`src/hw/rtl/ntc_pkg.sv`:
```
package ntc_pkg;

   localparam int DATA_W = 64;
   localparam int TY_W   = 2;
   localparam int ADDR_W = 3;

   typedef enum logic [TY_W-1:0] {
      TY_F32   = 2'd0,
      TY_I32   = 2'd1,
      TY_I64   = 2'd2,
      TY_OTHER = 2'd3
   } data_kind_type;

   typedef enum logic [ADDR_W-1:0] {
      REG_SOURCE = 3'd0,
      REG_TARGET = 3'd4
   } reg_addr_type;

   typedef enum logic [2:0] {
      OP_PASS    = 3'd0,
      OP_F2I32   = 3'd1,
      OP_F2I64   = 3'd2,
      OP_I2F     = 3'd3,
      OP_TRUNC32 = 3'd4,
      OP_SEXT    = 3'd5
   } op_type;

   // Operation chosen from the source and target element types.
   function automatic op_type select_op(input logic [TY_W-1:0] src,
                                        input logic [TY_W-1:0] dst);
      op_type op;
      op = OP_PASS;
      if (src == TY_F32 && dst == TY_I64) op = OP_F2I64;
      else if (src == TY_F32 && dst == TY_I32) op = OP_F2I32;
      else if ((src == TY_I64 || src == TY_I32) && dst == TY_F32) op = OP_I2F;
      else if (src == TY_I64 && dst == TY_I32) op = OP_TRUNC32;
      else if (src == TY_I32 && dst == TY_I64) op = OP_SEXT;
      return op;
   endfunction

endpackage

```
`src/hw/rtl/ntc_stage.sv`:
```
// One pipeline register slot with its valid bit; holds while stalled.
module ntc_stage #(
   parameter int WIDTH = 8
) (
   input  logic             clock,
   input  logic             reset,
   input  logic             advance,
   input  logic             valid_in,
   input  logic [WIDTH-1:0] data_in,
   output logic             valid_out,
   output logic [WIDTH-1:0] data_out
);

   logic             valid_ff;
   logic [WIDTH-1:0] data_ff;

   always_ff @(posedge clock) begin
      if (reset) begin
         valid_ff <= 1'b0;
      end else if (advance) begin
         valid_ff <= valid_in;
      end
   end

   always_ff @(posedge clock) begin
      if (advance) begin
         data_ff <= data_in;
      end
   end

   assign valid_out = valid_ff;
   assign data_out  = data_ff;

endmodule

```
`src/hw/rtl/numeric_type_cast.sv`:
```
// An accepted request passes the decode, leading one, normalise and round stages
// before its result is on rsp_tdata. Throughput: one request per cycle; the four-stage
// pipeline advances whenever its last stage is empty or its result is being taken.
// Reset: synchronous, active high; clears all valid bits and both type registers
// to float32.
module numeric_type_cast (
   input  logic                      clock,
   input  logic                      reset,
   // Request channel. tdata: value_bits[63:0].
   input  logic                      req_tvalid,
   output logic                      req_tready,
   input  logic [ntc_pkg::DATA_W-1:0] req_tdata,
   // Result channel. tdata: result_bits[63:0], out_of_range[64],
   // zero padding above.
   output logic                      rsp_tvalid,
   input  logic                      rsp_tready,
   output logic [ntc_pkg::DATA_W+7:0] rsp_tdata,
   // Configuration port.
   input  logic                      csr_psel,
   input  logic                      csr_penable,
   input  logic                      csr_pwrite,
   input  logic [ntc_pkg::ADDR_W-1:0] csr_paddr,
   input  logic [31:0]               csr_pwdata,
   output logic [31:0]               csr_prdata,
   output logic                      csr_pready
);

   localparam int DATA_W = ntc_pkg::DATA_W;
   localparam int SH_W   = $clog2(DATA_W);

   // Configuration registers.
   logic [ntc_pkg::TY_W-1:0] src_ff, dst_ff;

   assign csr_pready = 1'b1;

   always_ff @(posedge clock) begin
      if (reset) begin
         src_ff <= ntc_pkg::TY_F32;
         dst_ff <= ntc_pkg::TY_F32;
      end else if (csr_psel && csr_penable && csr_pwrite) begin
         case (csr_paddr)
            ntc_pkg::REG_SOURCE: src_ff <= csr_pwdata[ntc_pkg::TY_W-1:0];
            ntc_pkg::REG_TARGET: dst_ff <= csr_pwdata[ntc_pkg::TY_W-1:0];
            default: ;
         endcase
      end
   end

   always_comb begin
      case (csr_paddr)
         ntc_pkg::REG_SOURCE: csr_prdata = {30'd0, src_ff};
         ntc_pkg::REG_TARGET: csr_prdata = {30'd0, dst_ff};
         default:             csr_prdata = 32'd0;
      endcase
   end

   // The whole pipeline moves together; a full last stage that is not taken
   // freezes every stage, so nothing is lost or repeated.
   logic advance;
   logic v1, v2, v3;
   assign advance    = !rsp_tvalid || rsp_tready;
   assign req_tready = advance;

   // ---------------- Stage 1: decode ----------------
   // Float fields are split and the integer magnitude is formed (a negate).
   ntc_pkg::op_type op0;
   logic [DATA_W-1:0] ival0, mag0;
   logic              isign0;
   logic [7:0]        ex0;
   assign op0 = ntc_pkg::select_op(src_ff, dst_ff);
   assign ex0 = req_tdata[30:23];
   always_comb begin
      if (src_ff == ntc_pkg::TY_I32)
         ival0 = {{(DATA_W-32){req_tdata[31]}}, req_tdata[31:0]};
      else
         ival0 = req_tdata;
      isign0 = ival0[DATA_W-1];
      mag0   = isign0 ? (~ival0 + 1'b1) : ival0;
   end

   typedef struct packed {
      ntc_pkg::op_type   op;
      logic [DATA_W-1:0] raw;
      logic [DATA_W-1:0] mag;
      logic              isign;
      logic              fsign;
      logic [7:0]        ex;
      logic [22:0]       man;
   } s1_type;

   s1_type s1_in, s1;
   assign s1_in = '{op: op0, raw: req_tdata, mag: mag0, isign: isign0,
                    fsign: req_tdata[31], ex: ex0, man: req_tdata[22:0]};

   ntc_stage #(.WIDTH($bits(s1_type))) u_s1 (
      .clock, .reset, .advance, .valid_in(req_tvalid && req_tready),
      .data_in(s1_in), .valid_out(v1), .data_out(s1));

   // ---------------- Stage 2: leading one / float shift ----------------
   logic [SH_W-1:0] lead1;
   always_comb begin
      lead1 = '0;
      for (int i = 0; i < DATA_W; i++)
         if (s1.mag[i]) lead1 = SH_W'(i);
   end

   // Float to integer: shift the significand by the exponent, left above 23 and right below.
   logic [7:0]        e1;
   logic [DATA_W-1:0] fmag1;
   logic              fsat1, fnan1, fzero1, fmin1;
   logic [7:0]        lim1;
   always_comb begin
      e1     = s1.ex - 8'd127;
      lim1   = (s1.op == ntc_pkg::OP_F2I32) ? 8'd31 : 8'd63;
      fnan1  = (s1.ex == 8'hFF) && (s1.man != '0);
      fzero1 = s1.ex < 8'd127;
      fmin1  = s1.fsign && (e1 == lim1) && (s1.man == '0);
      fsat1  = !fzero1 && (e1 >= lim1) && !fmin1;
      if (e1 >= 8'd23)
         fmag1 = {{(DATA_W-24){1'b0}}, 1'b1, s1.man} << (e1[5:0] - 6'd23);
      else
         fmag1 = {{(DATA_W-24){1'b0}}, 1'b1, s1.man} >> (6'd23 - e1[5:0]);
   end

   typedef struct packed {
      ntc_pkg::op_type   op;
      logic [DATA_W-1:0] raw;
      logic [DATA_W-1:0] mag;
      logic [SH_W-1:0]   p;
      logic              isign;
      logic              fsign;
      logic [DATA_W-1:0] fmag;
      logic              fnan, fzero, fsat, fmin;
   } s2_type;

   s2_type s2_in, s2;
   assign s2_in = '{op: s1.op, raw: s1.raw, mag: s1.mag, p: lead1, isign: s1.isign,
                    fsign: s1.fsign, fmag: fmag1, fnan: fnan1, fzero: fzero1,
                    fsat: fsat1, fmin: fmin1};

   ntc_stage #(.WIDTH($bits(s2_type))) u_s2 (
      .clock, .reset, .advance, .valid_in(v1),
      .data_in(s2_in), .valid_out(v2), .data_out(s2));

   // ---------------- Stage 3: normalise, sticky, float-to-int sign ----------------
   logic [DATA_W-1:0] norm2;
   logic [23:0]       sig2;
   logic              guard2, sticky2;
   logic [DATA_W-1:0] fint2;
   always_comb begin
      norm2   = s2.mag << (SH_W'(DATA_W-1) - s2.p);
      sig2    = norm2[DATA_W-1 -: 24];
      guard2  = norm2[DATA_W-25];
      sticky2 = |norm2[DATA_W-26:0];
      fint2   = s2.fsign ? (~s2.fmag + 1'b1) : s2.fmag;
   end

   typedef struct packed {
      ntc_pkg::op_type   op;
      logic [DATA_W-1:0] raw;
      logic              zero;
      logic [SH_W-1:0]   p;
      logic              isign;
      logic [23:0]       sig;
      logic              guard, sticky;
      logic              fsign;
      logic [DATA_W-1:0] fint;
      logic              fnan, fzero, fsat, fmin;
   } s3_type;

   s3_type s3_in, s3;
   assign s3_in = '{op: s2.op, raw: s2.raw, zero: (s2.mag == '0), p: s2.p,
                    isign: s2.isign, sig: sig2, guard: guard2, sticky: sticky2,
                    fsign: s2.fsign, fint: fint2, fnan: s2.fnan, fzero: s2.fzero,
                    fsat: s2.fsat, fmin: s2.fmin};

   ntc_stage #(.WIDTH($bits(s3_type))) u_s3 (
      .clock, .reset, .advance, .valid_in(v2),
      .data_in(s3_in), .valid_out(v3), .data_out(s3));

   // ---------------- Stage 4: round and assemble ----------------
   logic [24:0]       rsig3;
   logic [7:0]        fexp3;
   logic [31:0]       fbits3;
   logic [DATA_W-1:0] res3, maxp3;
   logic              oor3;
   always_comb begin
      rsig3  = {1'b0, s3.sig} + 25'(s3.guard && (s3.sticky || s3.sig[0]));
      fexp3  = 8'd127 + 8'(s3.p) + 8'(rsig3[24]);
      fbits3 = {s3.isign, fexp3, rsig3[24] ? rsig3[23:1] : rsig3[22:0]};
      maxp3  = (s3.op == ntc_pkg::OP_F2I32) ? 64'h7FFF_FFFF : 64'h7FFF_FFFF_FFFF_FFFF;
      oor3   = 1'b0;
      res3   = s3.raw;
      case (s3.op)
         ntc_pkg::OP_F2I32, ntc_pkg::OP_F2I64: begin
            if (s3.fnan) begin
               res3 = '0; oor3 = 1'b1;
            end else if (s3.fzero) begin
               res3 = '0;
            end else if (s3.fmin) begin
               res3 = maxp3 + 1'b1;
            end else if (s3.fsat) begin
               res3 = s3.fsign ? maxp3 + 1'b1 : maxp3; oor3 = 1'b1;
            end else begin
               res3 = (s3.op == ntc_pkg::OP_F2I32) ? {32'd0, s3.fint[31:0]} : s3.fint;
            end
         end
         ntc_pkg::OP_I2F:     res3 = s3.zero ? '0 : {32'd0, fbits3};
         ntc_pkg::OP_TRUNC32: res3 = {32'd0, s3.raw[31:0]};
         ntc_pkg::OP_SEXT:    res3 = {{32{s3.raw[31]}}, s3.raw[31:0]};
         default:             res3 = s3.raw;
      endcase
   end

   logic [DATA_W:0] out_data;
   ntc_stage #(.WIDTH(DATA_W+1)) u_s4 (
      .clock, .reset, .advance, .valid_in(v3),
      .data_in({oor3, res3}), .valid_out(rsp_tvalid), .data_out(out_data));

   assign rsp_tdata = {7'd0, out_data};

endmodule

```
`config.mk`:
```
export PLATFORM = sky130hd
export DESIGN_NAME = numeric_type_cast
export DESIGN_NICKNAME = d
export VERILOG_FILES = /design/src/hw/rtl/ntc_pkg.sv /design/src/hw/rtl/ntc_stage.sv /design/src/hw/rtl/numeric_type_cast.sv
export SDC_FILE = /design/constraint.sdc
export NUM_CORES = 2
export LEC_CHECK = 0
export BUFFER_PORTS_ARGS = -buffer_cell sky130_fd_sc_hd__buf_4
export CELL_PAD_IN_SITES_DETAIL_PLACEMENT = 0
export CELL_PAD_IN_SITES_GLOBAL_PLACEMENT = 2
export CORE_MARGIN = 10
export CORE_UTILIZATION = 41
export DETAILED_ROUTE_END_ITERATION = 10
export PLACE_DENSITY = 0.87
export SETUP_SLACK_MARGIN = 0.3
export SLEW_MARGIN = 30
export SYNTH_ARGS = -nofsm -noshare
export SYNTH_HDL_FRONTEND = slang
export SYNTH_SLANG_ARGS = --single-unit
```
`constraint.sdc`:
```
create_clock -name clock -period 25.3 [get_ports clock]
set_input_delay 2.53 -clock clock [delete_from_list [all_inputs] [get_ports clock]]
set_output_delay 2.53 -clock clock [all_outputs]
set_load 0.01 [all_outputs]
```
==> results.yml <==
placement:
  port-buffer-count: 144
  gp_congestion: 0.891
  dpl_cell_area_um2: 32500
  dp_hpwl_um: 71500
route:
  via_count: 22412
  avgViaCountPerCell: 5.91
  final_antenna_net_count: 0
  drt_wl_total_um: 94700
  dr.first_iter.drc_count: 2557
  drc: 0
  wl_per_cell_um: 25.0
  first_pass_iters: 7
flow_run:
  cap_violations: 0
yosys:
  synthDistinctLibCells: 75
  synthCells: 2684
  ys_ff_latch: 578
  synthTopCellsByArea: "edfxtp_1 56%, mux2i_1 4.0%, nor2_1 3.5%, xnor2_1 3.1%, o21ai_0 2.9%"
  ys_seq_area_frac: 0.565
  synth_ff_type: "edfxtp_1"
  synth-edff-count: 570
  yosysTopAreaCellShare: 0.560
  avgSynthCellArea_um2: 11.4
  synth_top_cell_by_area: "edfxtp_1"
  synth_warnings: 0
  async_flop_share: 0
  mappedNetlistArea_um2: 30600
power_and_ir_drop:
  power.density_nw_per_um2: 82.9
  ir_drop_v: 0.0000623
  p_leak_uw: 0.0128
  power_uw: 2860
floorplan:
  die_area_um2: 85900
  die_h_um: 293
  start_util: 0.412
  coreArea_um2: 74200
  pin_count: 213
  die_w_um: 293
  floorplan.rows: 100
setup_path:
  cp_data_arrival_time_ps: 7000
  critPathKind: "input port to register"
  worstPathRequired_ps: 25530
  cp_max_fo: 88
  crit_path_end_kind: "register"
  path_cells: "buf_4, nand2b_4, buf_4, buf_4, buf_6, buf_6, buf_6"
  cp_slowest_cell: "buf_4"
  critPathLaunchType: "input port"
  cp_top_family: "buffers and inverters"
  max_stage_delay_ps: 780
  crit_buf_inv: 6
  rrSetupSlack_ps: 20200
timing:
  final.setup.tns_ps: 0
  setup_viol: 0
  worst_pin_slew_ps: 879
  drv_slew: 0
  finalHoldViolations: 0
  period_needed_ps: 6770
  whs_ps: 399
  max_freq_mhz: 148
  skew_ps: 52.8
  timing.final.crit_share: 0.267
  rsz0062_at_grt: "no"
  maxSlewHeadroom: 0.409
cts:
  cts_made_buffers: 58
  clk_pin_slew_ps: 60
  holdBufCountCts: 0
  clkLatencyLatePin_ps: 650
  cts_resized: 0
  h-tree-depth: 2
  clock_sinks: 578
  cts_tree: "done"
  cts-root-buf: "clkbuf_16"
  post-cts-setup-buffers: 0
  clockBufferDepth: 3
final_layout:
  nets: 2901
  fillerInstances: 6680
  utilization: 0.465
  fin_area_um2: 34500
  drive_gt1_frac: 0.141
  final_common_cell: "edfxtp_1"
  mostFrequentLayoutCells: "570 x edfxtp_1, 287 x nor2_1, 224 x nand2_1"
  syn_to_final_growth_pct: 12.8
global_route:
  grt_max_degree: 89
  grt_pass1_wl_um: 140000
  grtUsageTotal: 0.214
  grt_pass1_vias: 21423
  antenna_found_initial: 27
  grt-ovfl-total: 0
run_status:
  status: "complete, no violations"
worst_hold_path:
  hold_class: "register to register"
==> worst register-to-register path: cells and delay by family, from the launching register on <==
| family | cells | cell delay (ps) |
|---|---|---|
| simple gates | 1 | 570 |
| buf+inv | 5 | 3730 |
| flops | 1 | 330 |
==> cells in the mapped netlist (24+ instances only) <==
| cell | number |
|---|---|
| a21oi_1 | 150 |
| buf_1 | 24 |
| buf_4 | 38 |
| clkbuf_1 | 116 |
| edfxtp_1 | 570 |
| inv_1 | 72 |
| mux2_2 | 61 |
| mux2i_1 | 123 |
| mux4_2 | 33 |
| nand2_1 | 225 |
| nand3_1 | 40 |
| nor2_1 | 287 |
| nor3_1 | 58 |
| nor4_1 | 51 |
| o21ai_0 | 178 |
| o22a_1 | 33 |
| o22ai_1 | 44 |
| o31ai_1 | 30 |
| or3_1 | 28 |
| xnor2_1 | 108 |
| xor2_1 | 52 |
==> final timing paths <==
kind / start / endpoint / cells past startpoint
hold reg to reg: u_s1.data_out[32]$_DFFE_PN_ / u_s2.data_out[69]$_DFFE_PN_ / 0
setup / recovery: rsp_tready / u_s4.data_out[14]$_DFFE_PN_ / 7
hold / removal: u_s1.data_out[32]$_DFFE_PN_ / u_s2.data_out[69]$_DFFE_PN_ / 0
setup reg to reg: u_s4.valid_out$_SDFFE_PP0N_ / u_s4.data_out[14]$_DFFE_PN_ / 6
==> metal layers <==
metal / GRT usage / part of all wire / vias to the layer above
li1: - / - / 10283
met1: 0.306 / 0.45 / 10948
met3: 0.0526 / 0.089 / 184
met5: 0 / 0.0031 / -
met4: 0.0528 / 0.024 / 44
met2: 0.322 / 0.43 / 953
==> layout make-up <==
cell class                 instances  area [um^2]  share of cell area
antenna                            2         5.00            0.000145
clock buffer                      69         1490              0.0433
clock inverter                    35          480              0.0139
inverter                          78          293             0.00849
multi-input combinational       1877        12300               0.358
sequential                       578        17300               0.501
tap                              969         1210              0.0352
timing repair buffer             183         1390              0.0403
==> through the flow <==
step	std cells	worst slack, ps
2_1_floorplan	2720	4530
3_3_place_gp	3685	17260
3_5_place_dp	3685	17080
4_1_cts	3789	17720
5_1_grt	3791	18150
6_report	3791	18530
==> kinds of logic (layout without fill, tap and decap cells) <==
| kind of cell | after synthesis | count (layout) | share of synthesized area |
|---|---|---|---|
| other | 2 | 40 | 0.000246 |
| flip-flops | 578 | 578 | 0.565 |
| adder cells (fa/ha/maj) | 19 | 19 | 0.00778 |
| AND/OR/NAND/NOR | 809 | 809 | 0.124 |
| AO/OA/AOI/OAI | 634 | 634 | 0.133 |
| multiplexers | 217 | 217 | 0.0871 |
| XOR/XNOR | 160 | 160 | 0.0458 |
| buffers and inverters | 265 | 365 | 0.0376 |
==> power by group <==
group | switching [uW] | leakage (uW) | internal [uW]
Clock | 369 | 0.000953 | 516
Combinational | 387 | 0.00561 | 251
Sequential | 114 | 0.00619 | 1220
Total | 870 | 0.0128 | 1990
==> flip-flops by register name (all words and copies together), names as in the netlist <==
register,flops
u_s1.data_out,131
dst_ff,2
u_s3.data_out,169
u_s4.data_out,65
src_ff,2
u_s1.valid_out,1
u_s4.valid_out,1
u_s2.data_out,205
u_s3.valid_out,1
u_s2.valid_out,1
No activity file was read; power rests on OpenSTA's default activity.
